==> src/hdl/assert_macros.svh <==
// ----------------------------------------------------------------------------
// Assertion macros shared by the reorder buffer RTL
// Both macros assume a clock named clk and an active-low reset named arst_n.
// ----------------------------------------------------------------------------
`ifndef ASSERT_MACROS_SVH
`define ASSERT_MACROS_SVH

// Same-cycle implication: whenever ante holds, cons holds too.
`define SRB_ASSERT_IMP(label, ante, cons, msg) \
	label: assert property (@(posedge clk) disable iff (!arst_n) (ante) |-> (cons)) \
		else $error(msg);

// Next-cycle implication: whenever ante holds, cons holds in the next cycle.
`define SRB_ASSERT_NEXT(label, ante, cons, msg) \
	label: assert property (@(posedge clk) disable iff (!arst_n) (ante) |=> (cons)) \
		else $error(msg);

`endif

==> src/hdl/srb_pkg.sv <==
// ----------------------------------------------------------------------------
// srb_pkg
// Widths, codes and shared types of the segment reorder buffer.
// ----------------------------------------------------------------------------
package srb_pkg;

	localparam int SEQ_W  = 32;
	localparam int LEN_W  = 11;
	localparam int TAG_W  = 8;
	localparam int UNIT_W = 13;
	localparam int WIN_W  = 18;
	localparam int DATA_W = 32;

	// Longer segments are clipped to this length.
	localparam logic [LEN_W-1:0] MAX_SEG_LEN = 11'd1024;

	localparam logic [UNIT_W-1:0] WIN_UNIT_RST = 13'd1024;
	localparam logic [SEQ_W-1:0]  INIT_EXP_RST = 32'd1;

	// Record kinds.
	localparam logic KIND_DATA = 1'b0;
	localparam logic KIND_ACK  = 1'b1;

	// Arrival status codes.
	localparam logic [1:0] STAT_STORED = 2'd0;
	localparam logic [1:0] STAT_FULL   = 2'd1;
	localparam logic [1:0] STAT_STALE  = 2'd2;

	// Configuration register indexes.
	localparam logic REG_INIT_EXP = 1'b0;
	localparam logic REG_WIN_UNIT = 1'b1;

	// Broadcast from the sequencer to every cell.
	typedef struct packed {
		logic             insert;
		logic             pop;
		logic [SEQ_W-1:0] seg_start;
		logic [LEN_W-1:0] seg_len;
		logic [TAG_W-1:0] seg_tag;
		logic [SEQ_W-1:0] match_key;
	} cell_bcast_t;

	// Per-cell status flags.
	typedef struct packed {
		logic free;
		logic dup;
		logic hit;
		logic load;
	} cell_stat_t;

	// Held segment that starts at the expected number, OR-folded along the row.
	typedef struct packed {
		logic             hit;
		logic [SEQ_W-1:0] start;
		logic [LEN_W-1:0] len;
		logic [TAG_W-1:0] tag;
	} hit_t;

endpackage

==> src/hdl/srb_if.sv <==
// ----------------------------------------------------------------------------
// Reorder buffer channels
// Segment input channel and record output channel, valid/ready handshake.
// ----------------------------------------------------------------------------
interface srb_seg_if;
	logic                     valid;
	logic                     ready;
	logic [srb_pkg::SEQ_W-1:0] seg_start;
	logic [srb_pkg::LEN_W-1:0] seg_len;
	logic [srb_pkg::TAG_W-1:0] buf_tag;

	modport source (output valid, seg_start, seg_len, buf_tag, input ready);
	modport sink   (input valid, seg_start, seg_len, buf_tag, output ready);
endinterface

interface srb_rec_if;
	logic                      valid;
	logic                      ready;
	logic                      kind;
	logic [srb_pkg::SEQ_W-1:0] out_start;
	logic [srb_pkg::LEN_W-1:0] out_len;
	logic [srb_pkg::TAG_W-1:0] out_tag;
	logic [srb_pkg::SEQ_W-1:0] ack_number;
	logic [srb_pkg::WIN_W-1:0] window_bytes;
	logic [1:0]                arrival_status;
	logic                      last;

	modport source (output valid, kind, out_start, out_len, out_tag, ack_number,
		window_bytes, arrival_status, last, input ready);
	modport sink   (input valid, kind, out_start, out_len, out_tag, ack_number,
		window_bytes, arrival_status, last, output ready);
endinterface

==> src/hdl/segment_reorder_buffer.sv <==
// ----------------------------------------------------------------------------
// segment_reorder_buffer
// Receive-side reorder buffer of a sliding-window transport.
// ----------------------------------------------------------------------------
// Usage: segments arrive on the seg channel (start, length, buffer tag) and
// records leave on the rec channel. Each data segment is checked against the
// expected sequence number and the held slots, stored in the first free slot,
// and, if stored, every held segment that starts at the expected number is
// delivered in order as a data record. The last record of each segment is
// always an acknowledgement with the cumulative expected number, free window
// and the arrival status. A zero-length segment is taken and produces nothing.
// Timing: a segment is taken in the idle state, checked and stored in the next,
// then one record leaves per cycle while the receiver takes them. The single
// output register sets that pace: one record per cycle unless the receiver
// stalls. Segments are handled one at a time; a new segment is taken once the
// previous acknowledgement is in the output register, even if the receiver has
// not yet taken it. Reset clears all slots, sets the expected number to 1 and
// the window unit to 1024. A stalled receiver simply freezes the record
// sequence in place. Configuration writes go through cfg_we/cfg_index/cfg_data
// while idle; the user keeps to this, the block does not enforce it.
// ----------------------------------------------------------------------------
`include "assert_macros.svh"

module segment_reorder_buffer #(
	parameter int SLOTS = 10
) (
	input  logic                       clk,
	input  logic                       arst_n,
	input  logic                       cfg_we,
	input  logic                       cfg_index,
	input  logic [srb_pkg::DATA_W-1:0] cfg_data,
	srb_seg_if.sink                    seg,
	srb_rec_if.source                  rec
);

	localparam int CNT_W = $clog2(SLOTS + 1);

	typedef enum logic [2:0] {
		ST_IDLE    = 3'b001,
		ST_CHECK   = 3'b010,
		ST_DELIVER = 3'b100
	} state_t;

	state_t                     state_q;
	logic [srb_pkg::SEQ_W-1:0]  expected_q;
	logic [srb_pkg::UNIT_W-1:0] win_unit_q;

	// Segment under work, captured at the input transfer.
	logic [srb_pkg::SEQ_W-1:0]  in_start_q;
	logic [srb_pkg::LEN_W-1:0]  in_len_q;
	logic [srb_pkg::TAG_W-1:0]  in_tag_q;
	logic [1:0]                 status_q;

	// Output record register.
	logic                       out_valid_q;
	logic                       out_kind_q;
	logic [srb_pkg::SEQ_W-1:0]  out_start_q;
	logic [srb_pkg::LEN_W-1:0]  out_len_q;
	logic [srb_pkg::TAG_W-1:0]  out_tag_q;
	logic [srb_pkg::SEQ_W-1:0]  out_ack_q;
	logic [srb_pkg::WIN_W-1:0]  out_win_q;
	logic [1:0]                 out_status_q;
	logic                       out_last_q;

	logic                       seg_xfer;
	logic [srb_pkg::LEN_W-1:0]  len_sat;
	logic                       out_load;
	logic [srb_pkg::SEQ_W-1:0]  seg_end;
	logic [srb_pkg::SEQ_W-1:0]  end_dist;
	logic                       stale;
	logic [1:0]                 status_new;
	logic                       deliver_hit;
	logic                       deliver_step;

	srb_pkg::cell_bcast_t       bcast;
	logic                       any_free;
	logic                       any_dup;
	logic [CNT_W-1:0]           free_cnt;
	srb_pkg::hit_t              hit;

	assign seg.ready = (state_q == ST_IDLE);
	assign seg_xfer  = seg.valid && seg.ready;
	assign len_sat   = (seg.seg_len > srb_pkg::MAX_SEG_LEN) ? srb_pkg::MAX_SEG_LEN
		: seg.seg_len;

	// The output register may take a new record when empty or being drained.
	assign out_load = !out_valid_q || rec.ready;

	// Stale when the segment end is not above the expected number in serial
	// arithmetic, i.e. the wrapped distance is zero or has its top bit set.
	assign seg_end    = in_start_q + srb_pkg::SEQ_W'(in_len_q);
	assign end_dist   = seg_end - expected_q;
	assign stale      = (end_dist == '0) || end_dist[srb_pkg::SEQ_W-1];

	always_comb begin
		if (stale || any_dup) begin
			status_new = srb_pkg::STAT_STALE;
		end else if (!any_free) begin
			status_new = srb_pkg::STAT_FULL;
		end else begin
			status_new = srb_pkg::STAT_STORED;
		end
	end

	// Deliveries only follow an arrival that was stored.
	assign deliver_step = (state_q == ST_DELIVER) && out_load;
	assign deliver_hit  = (status_q == srb_pkg::STAT_STORED) && hit.hit;

	always_comb begin
		bcast.insert    = (state_q == ST_CHECK) && (status_new == srb_pkg::STAT_STORED);
		bcast.pop       = deliver_step && deliver_hit;
		bcast.seg_start = in_start_q;
		bcast.seg_len   = in_len_q;
		bcast.seg_tag   = in_tag_q;
		bcast.match_key = expected_q;
	end

	srb_chain #(
		.SLOTS (SLOTS)
	) u_chain (
		.clk      (clk),
		.arst_n   (arst_n),
		.bcast    (bcast),
		.any_free (any_free),
		.any_dup  (any_dup),
		.free_cnt (free_cnt),
		.hit      (hit)
	);

	// Sequencer and configuration registers.
	always_ff @(posedge clk or negedge arst_n) begin
		if (!arst_n) begin
			state_q    <= ST_IDLE;
			expected_q <= srb_pkg::INIT_EXP_RST;
			win_unit_q <= srb_pkg::WIN_UNIT_RST;
		end else begin
			if (cfg_we) begin
				unique case (cfg_index)
					srb_pkg::REG_INIT_EXP: expected_q <= cfg_data;
					srb_pkg::REG_WIN_UNIT: win_unit_q <= cfg_data[srb_pkg::UNIT_W-1:0];
					default: ;
				endcase
			end
			unique case (state_q)
				ST_IDLE: begin
					if (seg_xfer && (seg.seg_len != '0)) begin
						state_q <= ST_CHECK;
					end
				end
				ST_CHECK: begin
					state_q <= ST_DELIVER;
				end
				ST_DELIVER: begin
					if (deliver_step) begin
						if (deliver_hit) begin
							expected_q <= hit.start + srb_pkg::SEQ_W'(hit.len);
						end else begin
							state_q <= ST_IDLE;
						end
					end
				end
				default: state_q <= ST_IDLE;
			endcase
		end
	end

	always_ff @(posedge clk) begin
		if (seg_xfer) begin
			in_start_q <= seg.seg_start;
			in_len_q   <= len_sat;
			in_tag_q   <= seg.buf_tag;
		end
		if (state_q == ST_CHECK) begin
			status_q <= status_new;
		end
	end

	// Output record register.
	always_ff @(posedge clk or negedge arst_n) begin
		if (!arst_n) begin
			out_valid_q <= 1'b0;
		end else if (out_load) begin
			out_valid_q <= deliver_step;
		end
	end

	always_ff @(posedge clk) begin
		if (deliver_step) begin
			if (deliver_hit) begin
				out_kind_q   <= srb_pkg::KIND_DATA;
				out_start_q  <= expected_q;
				out_len_q    <= hit.len;
				out_tag_q    <= hit.tag;
				out_ack_q    <= '0;
				out_win_q    <= '0;
				out_status_q <= srb_pkg::STAT_STORED;
				out_last_q   <= 1'b0;
			end else begin
				out_kind_q   <= srb_pkg::KIND_ACK;
				out_start_q  <= '0;
				out_len_q    <= '0;
				out_tag_q    <= '0;
				out_ack_q    <= expected_q;
				out_win_q    <= srb_pkg::WIN_W'(free_cnt) * srb_pkg::WIN_W'(win_unit_q);
				out_status_q <= status_q;
				out_last_q   <= 1'b1;
			end
		end
	end

	assign rec.valid          = out_valid_q;
	assign rec.kind           = out_kind_q;
	assign rec.out_start      = out_start_q;
	assign rec.out_len        = out_len_q;
	assign rec.out_tag        = out_tag_q;
	assign rec.ack_number     = out_ack_q;
	assign rec.window_bytes   = out_win_q;
	assign rec.arrival_status = out_status_q;
	assign rec.last           = out_last_q;

	// A data segment always leads into the check step.
	`SRB_ASSERT_NEXT(a_accept_check, seg_xfer && (seg.seg_len != '0),
		state_q == ST_CHECK, "data segment did not enter the check step")
	// A delivery moves the expected number to the end of the delivered segment.
	`SRB_ASSERT_NEXT(a_deliver_advance, deliver_step && deliver_hit,
		out_valid_q && (out_kind_q == srb_pkg::KIND_DATA) &&
		(expected_q == out_start_q + srb_pkg::SEQ_W'(out_len_q)),
		"delivery did not advance the expected number")
	// Dropped segments never release held data.
	`SRB_ASSERT_IMP(a_drop_no_pop, (state_q == ST_DELIVER) &&
		(status_q != srb_pkg::STAT_STORED), !bcast.pop, "delivery after a dropped segment")

endmodule

==> src/hdl/srb_cell.sv <==
// ----------------------------------------------------------------------------
// srb_cell
// One buffer slot: holds a segment and compares it against broadcast keys.
// ----------------------------------------------------------------------------
module srb_cell (
	input  logic                 clk,
	input  logic                 arst_n,
	input  srb_pkg::cell_bcast_t bcast,
	input  logic                 taken_in,
	output logic                 taken_out,
	input  srb_pkg::hit_t        hit_in,
	output srb_pkg::hit_t        hit_out,
	output srb_pkg::cell_stat_t  stat
);

	logic                      valid_q;
	logic [srb_pkg::SEQ_W-1:0] start_q;
	logic [srb_pkg::LEN_W-1:0] len_q;
	logic [srb_pkg::TAG_W-1:0] tag_q;
	logic                      load;
	logic                      hit;
	srb_pkg::hit_t             own;

	// The first free slot in the row takes an inserted segment.
	assign load      = bcast.insert && !valid_q && !taken_in;
	assign taken_out = taken_in || !valid_q;
	assign hit       = valid_q && (start_q == bcast.match_key);

	always_comb begin
		own.hit   = 1'b1;
		own.start = start_q;
		own.len   = len_q;
		own.tag   = tag_q;
		hit_out   = hit ? srb_pkg::hit_t'(hit_in | own) : hit_in;
	end

	always_comb begin
		stat.free = !valid_q;
		stat.dup  = valid_q && (start_q == bcast.seg_start);
		stat.hit  = hit;
		stat.load = load;
	end

	always_ff @(posedge clk or negedge arst_n) begin
		if (!arst_n) begin
			valid_q <= 1'b0;
		end else if (load) begin
			valid_q <= 1'b1;
		end else if (bcast.pop && hit) begin
			valid_q <= 1'b0;
		end
	end

	always_ff @(posedge clk) begin
		if (load) begin
			start_q <= bcast.seg_start;
			len_q   <= bcast.seg_len;
			tag_q   <= bcast.seg_tag;
		end
	end

endmodule

==> src/hdl/srb_chain.sv <==
// ----------------------------------------------------------------------------
// srb_chain
// Row of slot cells with the free-slot claim and hit records passed along.
// ----------------------------------------------------------------------------
`include "assert_macros.svh"

module srb_chain #(
	parameter int SLOTS = 10
) (
	input  logic                          clk,
	input  logic                          arst_n,
	input  srb_pkg::cell_bcast_t          bcast,
	output logic                          any_free,
	output logic                          any_dup,
	output logic [$clog2(SLOTS+1)-1:0]    free_cnt,
	output srb_pkg::hit_t                 hit
);

	localparam int CNT_W = $clog2(SLOTS + 1);

	logic [SLOTS:0]      taken;
	srb_pkg::hit_t       hit_bus [SLOTS+1];
	srb_pkg::cell_stat_t stat    [SLOTS];
	logic [SLOTS-1:0]    free_vec;
	logic [SLOTS-1:0]    dup_vec;
	logic [SLOTS-1:0]    hit_vec;
	logic [SLOTS-1:0]    load_vec;

	assign taken[0]   = 1'b0;
	assign hit_bus[0] = '0;

	for (genvar i = 0; i < SLOTS; i++) begin : g_cell
		srb_cell u_cell (
			.clk       (clk),
			.arst_n    (arst_n),
			.bcast     (bcast),
			.taken_in  (taken[i]),
			.taken_out (taken[i+1]),
			.hit_in    (hit_bus[i]),
			.hit_out   (hit_bus[i+1]),
			.stat      (stat[i])
		);
		assign free_vec[i] = stat[i].free;
		assign dup_vec[i]  = stat[i].dup;
		assign hit_vec[i]  = stat[i].hit;
		assign load_vec[i] = stat[i].load;
	end

	assign any_free = taken[SLOTS];
	assign any_dup  = |dup_vec;
	assign free_cnt = CNT_W'($countones(free_vec));
	assign hit      = hit_bus[SLOTS];

	// Held starts are unique, so at most one cell matches any key.
	`SRB_ASSERT_IMP(a_hit_unique, 1'b1, $onehot0(hit_vec), "several cells hold the same start")
	`SRB_ASSERT_IMP(a_load_single, 1'b1, $onehot0(load_vec), "segment loaded into several cells")
	`SRB_ASSERT_NEXT(a_load_fills, |load_vec, !$past(any_free) || $countones(free_vec) ==
		$countones($past(free_vec)) - 1 || $past(bcast.pop), "insert did not fill a slot")

endmodule
==> src/flat_wrapper.sv <==
// flat-port wrapper written by rule: the top's interface ports become plain ports
module segment_reorder_buffer_flat 
#(
	parameter int SLOTS = 10
)
  (clk, arst_n, cfg_we, cfg_index, cfg_data, seg_valid, seg_seg_start, seg_seg_len, seg_buf_tag, seg_ready, rec_valid, rec_kind, rec_out_start, rec_out_len, rec_out_tag, rec_ack_number, rec_window_bytes, rec_arrival_status, rec_last, rec_ready);
  srb_seg_if seg_i ();
  srb_rec_if rec_i ();
  input  logic clk;
  input  logic arst_n;
  input  logic cfg_we;
  input  logic cfg_index;
  input  logic [srb_pkg::DATA_W-1:0] cfg_data;
  input wire logic [$bits(seg_i.valid)-1:0] seg_valid;
  input wire logic [$bits(seg_i.seg_start)-1:0] seg_seg_start;
  input wire logic [$bits(seg_i.seg_len)-1:0] seg_seg_len;
  input wire logic [$bits(seg_i.buf_tag)-1:0] seg_buf_tag;
  output wire logic [$bits(seg_i.ready)-1:0] seg_ready;
  output wire logic [$bits(rec_i.valid)-1:0] rec_valid;
  output wire logic [$bits(rec_i.kind)-1:0] rec_kind;
  output wire logic [$bits(rec_i.out_start)-1:0] rec_out_start;
  output wire logic [$bits(rec_i.out_len)-1:0] rec_out_len;
  output wire logic [$bits(rec_i.out_tag)-1:0] rec_out_tag;
  output wire logic [$bits(rec_i.ack_number)-1:0] rec_ack_number;
  output wire logic [$bits(rec_i.window_bytes)-1:0] rec_window_bytes;
  output wire logic [$bits(rec_i.arrival_status)-1:0] rec_arrival_status;
  output wire logic [$bits(rec_i.last)-1:0] rec_last;
  input wire logic [$bits(rec_i.ready)-1:0] rec_ready;
  assign seg_i.valid = seg_valid;
  assign seg_i.seg_start = seg_seg_start;
  assign seg_i.seg_len = seg_seg_len;
  assign seg_i.buf_tag = seg_buf_tag;
  assign seg_ready = seg_i.ready;
  assign rec_valid = rec_i.valid;
  assign rec_kind = rec_i.kind;
  assign rec_out_start = rec_i.out_start;
  assign rec_out_len = rec_i.out_len;
  assign rec_out_tag = rec_i.out_tag;
  assign rec_ack_number = rec_i.ack_number;
  assign rec_window_bytes = rec_i.window_bytes;
  assign rec_arrival_status = rec_i.arrival_status;
  assign rec_last = rec_i.last;
  assign rec_i.ready = rec_ready;
  segment_reorder_buffer #(.SLOTS(SLOTS)) u_core (.clk(clk), .arst_n(arst_n), .cfg_we(cfg_we), .cfg_index(cfg_index), .cfg_data(cfg_data), .seg(seg_i), .rec(rec_i));
endmodule
==> config.mk <==
export PLATFORM = sky130hd
export DESIGN_NAME = segment_reorder_buffer_flat
export DESIGN_NICKNAME = d
export VERILOG_FILES = /design/src/hdl/srb_pkg.sv /design/src/hdl/srb_if.sv /design/src/hdl/segment_reorder_buffer.sv /design/src/hdl/srb_cell.sv /design/src/hdl/srb_chain.sv /design/src/flat_wrapper.sv
export VERILOG_INCLUDE_DIRS = /design/src /design/src/hdl
export SDC_FILE = /design/constraint.sdc
export NUM_CORES = 1
export LEC_CHECK = 0
export BUFFER_PORTS_ARGS = -buffer_cell sky130_fd_sc_hd__buf_2
export CAP_MARGIN = 20
export CELL_PAD_IN_SITES_DETAIL_PLACEMENT = 0
export CELL_PAD_IN_SITES_GLOBAL_PLACEMENT = 1
export CORE_MARGIN = 2
export CORE_UTILIZATION = 55
export CTS_BUF_LIST = sky130_fd_sc_hd__clkbuf_8 sky130_fd_sc_hd__clkbuf_16
export DETAILED_ROUTE_END_ITERATION = 10
export MAX_ROUTING_LAYER = met4
export PLACE_DENSITY = 0.86
export SETUP_SLACK_MARGIN = 0.1
export SLEW_MARGIN = 10
export SYNTH_ARGS = -nofsm -noshare
export SYNTH_HDL_FRONTEND = slang
export SYNTH_HIERARCHICAL = 1
export SYNTH_SLANG_ARGS = --single-unit
==> constraint.sdc <==
create_clock -name clk -period 18.87 [get_ports clk]
set_clock_uncertainty 0.2 [all_clocks]
set_input_delay 0.9435 -clock clk [delete_from_list [all_inputs] [get_ports clk]]
set_output_delay 0.9435 -clock clk [all_outputs]
set_load 0.02 [all_outputs]
## After elaboration in Yosys (flattened, before gate mapping)

Index checks and enable logic that the tools add are counted.

| word-level totals | value |
|---|---|
| output and inout bits | 107 |
| flip-flop bits (word level) | 726 |
| input port bits | 89 |

| operators by class | value |
|---|---|
| equal/unequal tests | 26 |
| multiply operators | 1 |
| bitwise gates (word level) | 9 |
| add/subtract/negate cells | 12 |
| reductions and logical operators | 103 |
| $lt $le $gt $ge | 1 |
| mux-type cells | 42 |

Operators with widths:

| operator | count |
|---|---|
| == test 32 bit | 20 |
| two-way mux 52 bit | 10 |
| bitwise OR 52 bit | 9 |
| two-way mux 32 bit | 5 |
| adder 32 x 11 -> 32 bit | 2 |
| logical AND 1 bit | 55 |
| zero test 32 bit | 1 |
| subtractor 32 bit | 1 |
| two-way mux 1 bit | 22 |
| nonzero test 2 bit | 10 |
| zero test 1 bit | 19 |
| multiplier 4 x 13 -> 17 bit | 1 |
| logical OR 1 bit | 12 |
| greater-than comparator 11 bit (second input constant) | 1 |
| nonzero test 11 bit | 1 |
| adder 1 x 1 -> 2 bit | 5 |
| OR reduction 10 bit | 1 |
| two-way mux 3 bit | 3 |
| case mux 3 bit (3 select lines) | 1 |
| adder 2 x 2 -> 3 bit | 2 |
| adder 3 x 3 -> 4 bit | 1 |
| adder 4 x 2 -> 4 bit | 1 |
| zero test 2 bit | 2 |
| inequality test 2 bit (second input constant) | 2 |
| other kinds (7) | 7 |

## Logic depth before layout (Yosys ltp)

Gate-level depths: netlist (run 1).

| logic depth | value |
|---|---|
| depth after elaboration | 26 |
| gate-level depth with buffers | 29 |
| mapped depth without buffers | 28 |

## Hierarchy

The synthesis (run 1) kept the hierarchy.

By module, submodules not included:

| module | cells an instance | area each (um^2) | instances |
|---|---|---|---|
| srb_cell | 211 | 2816.5 | 10 |
| segment_reorder_buffer | 1149 | 12389.4 | 1 |
| srb_chain | 33 | 251.5 | 1 |

## Least setup slack after synthesis (run 1)

Ideal clock, no wire load.

| timing | value |
|---|---|
| path type | input to register |
| start point | in rec_ready |
| end point | reg u_core/expected_q[1] (netlist name) |
| path buffers | 1 |
| stages on the path | 7 |
| path slack | 11523 ps |
| arrival | 7003 ps |
| setup time | 144 ps |
| cells stage by stage | nand2b_1 -> inv_1 -> nor2_1 -> nand2_1 -> inv_1 -> buf_1 -> a21oi_1 |

| on the way | value |
|---|---|
| cells in the longest elaborated chain, start to end | 4 |

RTL lines:

| item | RTL line | text |
|---|---|---|
| start, declared | flat_wrapper.sv:28 | `input wire logic [$bits(rec_i.ready)-1:0] rec_ready;` |
| logical OR 1 bit | segment_reorder_buffer.sv:87 | `assign out_load = !out_valid_q \|\| rec.ready;` |
| logical AND 1 bit | segment_reorder_buffer.sv:106 | `assign deliver_step = (state_q == ST_DELIVER) && out_load;` |
| via u_core.deliver_step | segment_reorder_buffer.sv:73 | `logic deliver_step;` |
| two-way mux 32 bit | segment_reorder_buffer.sv:154 | `if (deliver_step) begin` |
| two-way mux 32 bit | segment_reorder_buffer.sv:144 | `unique case (state_q)` |
| end signal, assigned | segment_reorder_buffer.sv:134 | `expected_q <= srb_pkg::INIT_EXP_RST;` |
| end signal, assigned | segment_reorder_buffer.sv:139 | `srb_pkg::REG_INIT_EXP: expected_q <= cfg_data;` |
| end signal, assigned | segment_reorder_buffer.sv:156 | `expected_q <= hit.start + srb_pkg::SEQ_W'(hit.len);` |
| end, declared | segment_reorder_buffer.sv:45 | `logic [srb_pkg::SEQ_W-1:0] expected_q;` |

The timed path passes the listed nets, and every way through them passes these cells.
A chain may end at the register's enable or synchronous reset.

## Worst setup path after layout (run 1)

| timing | value |
|---|---|
| start point | reg u_core.u_chain.g_cell[5].u_cell.valid_q |
| end point | reg u_core.out_win_q, in the netlist u_core/rec.window_bytes[16] (data pin) |

| on the way | value |
|---|---|
| elaborated cells between the ends (all ways) | 17 |

RTL lines:

| item | RTL line | text |
|---|---|---|
| start, declared | srb_cell.sv:16 | `logic valid_q;` |
| start signal, assigned | srb_cell.sv:46 | `valid_q <= 1'b0;` |
| start signal, assigned | srb_cell.sv:48 | `valid_q <= 1'b1;` |
| start signal, assigned | srb_cell.sv:50 | `valid_q <= 1'b0;` |
| zero test 1 bit | srb_cell.sv:38 | `stat.free = !valid_q;` |
| via u_core.u_chain.free_vec[5] | srb_chain.sv:24 | `logic [SLOTS-1:0] free_vec;` |
| adder 1 x 1 -> 2 bit (not written as such) | srb_chain.sv:51 | `assign free_cnt = CNT_W'($countones(free_vec));` |
| adder 2 x 2 -> 3 bit (not written as such) | srb_chain.sv:51 |  |
| adder 3 x 3 -> 4 bit (not written as such) | srb_chain.sv:51 |  |
| adder 4 x 2 -> 4 bit (not written as such) | srb_chain.sv:51 |  |
| via u_core.free_cnt[2] | segment_reorder_buffer.sv:78 | `logic [CNT_W-1:0] free_cnt;` |
| multiplier 4 x 13 -> 17 bit | segment_reorder_buffer.sv:204 | `out_win_q <= srb_pkg::WIN_W'(free_cnt) * srb_pkg::WIN_W'(win_unit_q);` |
| end signal, assigned | segment_reorder_buffer.sv:204 |  |
| end, declared | segment_reorder_buffer.sv:61 | `logic [srb_pkg::WIN_W-1:0] out_win_q;` |

The timed path passes the listed nets, and every way through them passes these cells.

==> results by group, run 1 <==
Run status
  • Outcome: complete, no violations

Clock network
  • Root buf cell: clkbuf_16
  • Clk_lat worst skew: 0.68 ns
  • Clock tree buffer depth: 3
  • Cts bufs inserted: 80
  • CTS tree: yes
  • PostCTS Resize Cnt: 0
  • Setup Fix Bufs, Post-CTS: 0
  • # clock sinks: 725
  • CTS Hold Bufs: 0
  • H-tree Lvls: 3
  • Reg clk slew, reported paths: 0.06 ns

Placement
  • RD Place Congestion: approximately 1.0
  • Placed Cells: ~4.4k
  • Detail Placement HPWL: 94.3 mm
  • IO buf count: 194

Min path
  • Hold WC Path Type: input pin to async pin

GRT
  • Initial antenna violation count: 3
  • GRT Residual Overflow: 0
  • Largest net degree at the start of global routing: 82
  • Vias in the first global route: ~29k
  • GR Util All Layers: roughly 37%
  • First-pass GRT wire length: 196 mm

Worst setup path
  • Worst stage delay on the critical path: ~0.75 ns
  • CP Class: flip-flop to flip-flop
  • Cell count along the critical path: 27
  • Required time of the critical path: 19.04 ns
  • CP max-delay cell: xor2_1
  • Crit path launch type: flip-flop
  • WP data arrival: 7.84 ns
  • Worst path bufs/invs: 7
  • R2r worst-path depth: 27
  • Crit-path max FO: 13
  • Worst setup EP type: flip-flop
  • Worst path top cell family by delay: adder cells

Die
  • Placement Rows: about 100
  • CORE AREA: ~0.073 mm^2
  • Die Width: around 280 um
  • Die area: 0.0757 mm^2
  • I/O pin cnt: ~200
  • Die H: around 280 um
  • Initial core utilization: between 50 and 60%

Synth
  • Mapped Cells: around 3.2k
  • Cell Area, Synth: 0.0405 mm^2
  • Post-Syn Area per Cell: approximately 13 um^2
  • Synthesis Warnings: 6

Layout
  • Most common cell after layout, fill and taps aside: edfxtp_1
  • Fraction of final layout cells sized beyond drive strength 1: 13.6%
  • Commonest cells after routing, fill and taps aside: edfxtp_1, a21o_1, xnor2_1, buf_2, inv_1
  • Non-Filler Instances: around 4.6k
  • Syn-to-layout area delta: 11.4%
  • Layout Nets: around 3.8k

Timing
  • RSZ-0062 raised after global routing: false
  • Max Slew Vio Count: 0
  • Final Hold Viols: 0
  • Pin slew with the least headroom to its limit: ~1.2 ns
  • Fmax: 130 MHz
  • Slew margin rel.: 22.2%
  • Tcrit/Tclk final: 40.6%
  • Fin crit period: approximately 7.7 ns
  • Final-report setup violation count: 0
  • TNS Setup: 0 ns

Drt
  • Total length of routed wires: roughly 140 mm
  • Final routed DRC violation total: 0
  • TritonRoute pass-1 iters: 7
  • DR vias: slightly below 30k
  • Wire per inst: 30.0 um
  • Initial DRC count: ~3.6k
  • Vias per std cell: ~6.4
  • Antenna Nets Post-Route: 0

Power and ir drop
  • Peak supply drop: approximately 0.00011 V
  • Static leakage: between 0.015 and 0.02 uW
  • P per Cell Area: 126 mW/mm^2

Run
  • Max-cap violations: 0
## flip-flops by register name (all words and copies together), names as in the netlist
| signal | cells |
|---|---|
| u_core/rec.arrival_status | 2 |
| u_core/u_chain/g_cell.u_cell/start_q | 320 |
| u_core/expected_q | 32 |
| u_core/in_tag_q | 8 |
| u_core/u_chain/g_cell.u_cell/tag_q | 80 |
| u_core/rec.out_tag | 8 |
| u_core/in_start_q | 32 |
| u_core/rec.last | 1 |
| u_core/u_chain/g_cell.u_cell/len_q | 110 |
| u_core/state_q | 3 |
| u_core/rec.valid | 1 |
| u_core/rec.out_start | 32 |
| u_core/in_len_q | 11 |
| u_core/rec.ack_number | 32 |
| u_core/u_chain/g_cell.u_cell/valid_q | 10 |
| u_core/status_q | 2 |
| u_core/rec.window_bytes | 17 |
| u_core/rec.out_len | 11 |
| u_core/win_unit_q | 13 |
## metrics by stage
step                utilization (%)  instance area, um^2  hold WS [ns]  total power [uW]  setup slack, ns
global placement               58.3                42400         0.301              4120            11.31
finish                         61.9                45100         0.188              5690            11.21
global route                   61.9                45100         0.225              5970            10.74
floorplan                         -                40700         0.300              3490            11.52
CTS                            61.9                45100         0.220              5680            11.23
detailed placement             58.3                42500         0.276              4160            11.25
## where the power goes
part	total, uW	switching, uW	internal (uW)
sequential	2030	85.9	1940
clock	1530	678	852
combinational	2130	1330	796
## worst reg2reg max path, delay by kind of cell (launching register included)
| family | cells | cell delay [ns] |
|---|---|---|
| buf+inv | 7 | 0.48 |
| flops | 1 | 0.47 |
| xor+xnor | 2 | 0.91 |
| compound gates | 8 | 1.53 |
| simple gates | 2 | 0.22 |
| fa+ha+maj | 8 | 3.58 |
## metal layers
| layer | track usage, % | up-vias | part of all wire (%) |
|---|---|---|---|
| met4 | 23.5 | 0 | 7.7 |
| met1 | 46.9 | 14500 | 38 |
| met2 | 56.8 | 1715 | 46 |
| met5 | - | - | 0 |
| met3 | 5.64 | 399 | 8.6 |
| li1 | - | 12400 | - |
## cell type report
| cell class | instances | area, um^2 |
|---|---|---|
| sequential | 725 | 21500 |
| multi-input combinational | 2299 | 17600 |
| timing repair buffer | 279 | 1620 |
| antenna | 2 | 5.00 |
| inverter | 155 | 582 |
| clock inverter | 62 | 551 |
| fill | 5737 | 27800 |
| tap | 959 | 1200 |
| clock buffer | 83 | 2040 |
## final timing paths
| kind | startpoint | to | slack, ns |
|---|---|---|---|
| worst min register to register | u_core/status_q[0] | u_core/rec.arrival_status[0] | 0.32 |
| min in group clk | seg_buf_tag[5] | u_core/in_tag_q[5] | 0.24 |
| max in group asynchronous | arst_n | u_core/win_unit_q[3] | 17.60 |
| worst min-delay path | arst_n | u_core/expected_q[22] | 0.19 |
| worst max register to register | u_core/u_chain/g_cell[5].u_cell/valid_q | u_core/rec.window_bytes[16] | 11.21 |
| worst max-delay path | u_core/u_chain/g_cell[5].u_cell/valid_q | u_core/rec.window_bytes[16] | 11.21 |
(Power assumes the default switching activity.)
==> run 2: changes to the inputs <==
- CORE_UTILIZATION: 55 -> 51
- PLACE_DENSITY: 0.86 -> 0.8
- clock period: 18.87 -> 7.9 ns (I/O delays scaled with it)
==> run 2 against run 1 <==
Against the previous run: clock power is 150% higher; flip-flop and latch count stayed put; first-iteration DRC count is 8.6% higher; final cell count is 4.8% higher; combinational power is 140% higher; clock-buffer cell count is 2 lower; via count is 1.6% higher; fmax is 4.9% higher.
==> results by group, run 2 (synthesis results as in run 1) <==
Drt
  • DR vias: 29.5k
  • Initial DRC count: around 4k
  • Antenna Nets Post-Route: 0
  • TritonRoute pass-1 iters: 6
  • Total length of routed wires: 147 mm
  • Final routed DRC violation total: 0
  • Wire per inst: 30.7 um
  • Vias per std cell: 6.16

Layout
  • Max reg flops: 320
  • Biggest register: u_core/u_chain/g_cell.u_cell/start_q
  • Largest registers: u_core/u_chain/g_cell.u_cell/start_q: 320 flops, u_core/u_chain/g_cell.u_cell/len_q: 110 flops, u_core/u_chain/g_cell.u_cell/tag_q: 80 flops
  • Layout Nets: between 3k and 4k
  • Register area: between 0.02 and 0.025 mm^2
  • Non-Filler Instances: ~4.8k
  • Multi-input gate area: roughly 0.018 mm^2
  • Fraction of final layout cells sized beyond drive strength 1: between 10 and 15%
  • Syn-to-layout area delta: 15.0%
  • Commonest cells after routing, fill and taps aside: edfxtp_1, a21o_1, xnor2_1, buf_2, inv_1
  • Design Area, Final: ~0.047 mm^2
  • Core Util, Final: between 50 and 60%
  • Most common cell after layout, fill and taps aside: edfxtp_1
  • Layout fillers: 6469

Power and ir drop
  • Net switching power: around 5200 uW
  • P per Cell Area: approximately 300 mW/mm^2
  • Net Sw Frac: 37.4%
  • Flop pwr share: between 30% and 40%
  • Combinational power share: a little under two fifths
  • Clock power frac: approximately 27%
  • Peak supply drop: 0.000229 V
  • Static leakage: 0.0193 uW
  • Internal: between 8000 and 9000 uW

GRT
  • GR Util All Layers: about 37%
  • Vias in the first global route: approximately 29k
  • First-pass GRT wire length: ~210 mm
  • Largest net degree at the start of global routing: 74
  • Initial antenna violation count: 9
  • GRT Residual Overflow: 0

Worst setup path
  • Worst setup EP type: flip-flop
  • CP Class: flip-flop to flip-flop
  • Worst path bufs/invs: 8
  • Crit-path max FO: 12
  • CP max-delay cell: fa_1
  • Worst path top cell family by delay: adder cells
  • Crit-path most repeated cell: inv_1
  • WP data arrival: around 7.5 ns
  • Required time of the critical path: just over 8 ns
  • Worst stage delay on the critical path: around 0.62 ns
  • Crit path launch type: flip-flop

Run
  • Max-cap violations: 0

Timing
  • Tcrit/Tclk final: between 90 and 100%
  • Final-report setup violation count: 0
  • Fin worst setup slack: 0.596 ns
  • Slew margin rel.: between 10% and 20%
  • RSZ-0062 raised after global routing: false
  • Final Hold Viols: 0
  • Pin slew with the least headroom to its limit: 1.24 ns
  • Fin crit period: approximately 7.3 ns
  • Fmax: 137 MHz
  • TNS Setup: 0 ns
  • Max Slew Vio Count: 0

Placement
  • Pre-CTS setup slack: ~0.67 ns
  • IO buf count: between 150 and 200
  • Post-Place Cell Area: between 0.04 and 0.05 mm^2
  • RD Place Congestion: a little over 1
  • Placed Cells: around 4.5k
  • Detail Placement HPWL: around 110 mm

Clock network
  • Reg clk slew, reported paths: about 0.06 ns
  • Clock tree buffer depth: 3
  • Clk_lat worst skew: ~0.67 ns
  • PostCTS Resize Cnt: 0
  • Root buf cell: clkbuf_16
  • Cts bufs inserted: 81
  • # clock sinks: around 730
  • CTS tree: yes
  • H-tree Lvls: 3

Die
  • Die Width: roughly 290 um
  • Placement Rows: slightly above 100
  • I/O pin cnt: 196
  • Die area: between 0.08 and 0.09 mm^2
  • Initial core utilization: 51.4%
  • Die H: 286 um
  • CORE AREA: approximately 0.079 mm^2

Min path
  • Hold WC Path Type: input pin to flip-flop

Run status
  • Outcome: complete, no violations
## run 2: power groups by stage
| stage | logic [uW] | clock network (uW) | registers, uW |
|---|---|---|---|
| 2_1_floorplan | 3200 | 0 | 5130 |
| 3_3_place_gp | 4860 | 0 | 5090 |
| 3_5_place_dp | 4950 | 0 | 5100 |
| 4_1_cts | 5010 | 3790 | 5020 |
| 5_1_grt | 5540 | 3940 | 5040 |
| 6_report | 5090 | 3760 | 5040 |
## run 2: timing repair
action,CTS,global route
hold buffers,95,0
setup buffers,0,0
hold endpoints to repair,148,0
## run 2: routing by layer
metal,wire [um],global-route usage (%),share of wire (%)
met5,0,-,0
met4,10200,20.6,6.9
met3,14000,6.99,9.5
met2,67000,56.3,46
met1,56000,46.0,38
## run 2: final timing paths
| kind | end | slack, ns | cells past startpoint | startpoint |
|---|---|---|---|---|
| min in group asynchronous | u_core/expected_q[29] | 0.24 | 2 | arst_n |
| worst max-delay path | u_core/rec.window_bytes[16] | 0.60 | 28 | u_core/u_chain/g_cell[5].u_cell/valid_q |
| worst min register to register | u_core/rec.arrival_status[0] | 0.27 | 0 | u_core/status_q[0] |
| worst max register to register | u_core/rec.window_bytes[16] | 0.60 | 28 | u_core/u_chain/g_cell[5].u_cell/valid_q |
| worst min-delay path | u_core/in_tag_q[0] | 0.23 | 2 | seg_buf_tag[0] |
| max in group asynchronous | u_core/state_q[1] | 6.49 | 2 | arst_n |
## run 2: metrics by stage
step | total power [uW] | hold WS, ns
2_1_floorplan | 8330 | -0.101
6_report | 13900 | 0.229
5_1_grt | 14500 | 0.214
3_5_place_dp | 10100 | 0.247
4_1_cts | 13800 | 0.203
3_3_place_gp | 9950 | 0.239
## run 2: layout make-up
| type | count | area share [%] |
|---|---|---|
| Clock buffer | 81 | 4.36 |
| Inverter | 155 | 1.25 |
| Tap cell | 1050 | 2.82 |
| Antenna cell | 6 | 0.0323 |
| Clock inverter | 66 | 1.33 |
| Sequential cell | 725 | 46.2 |
| Multi-Input combinational cell | 2299 | 37.8 |
| Timing Repair Buffer | 403 | 6.27 |
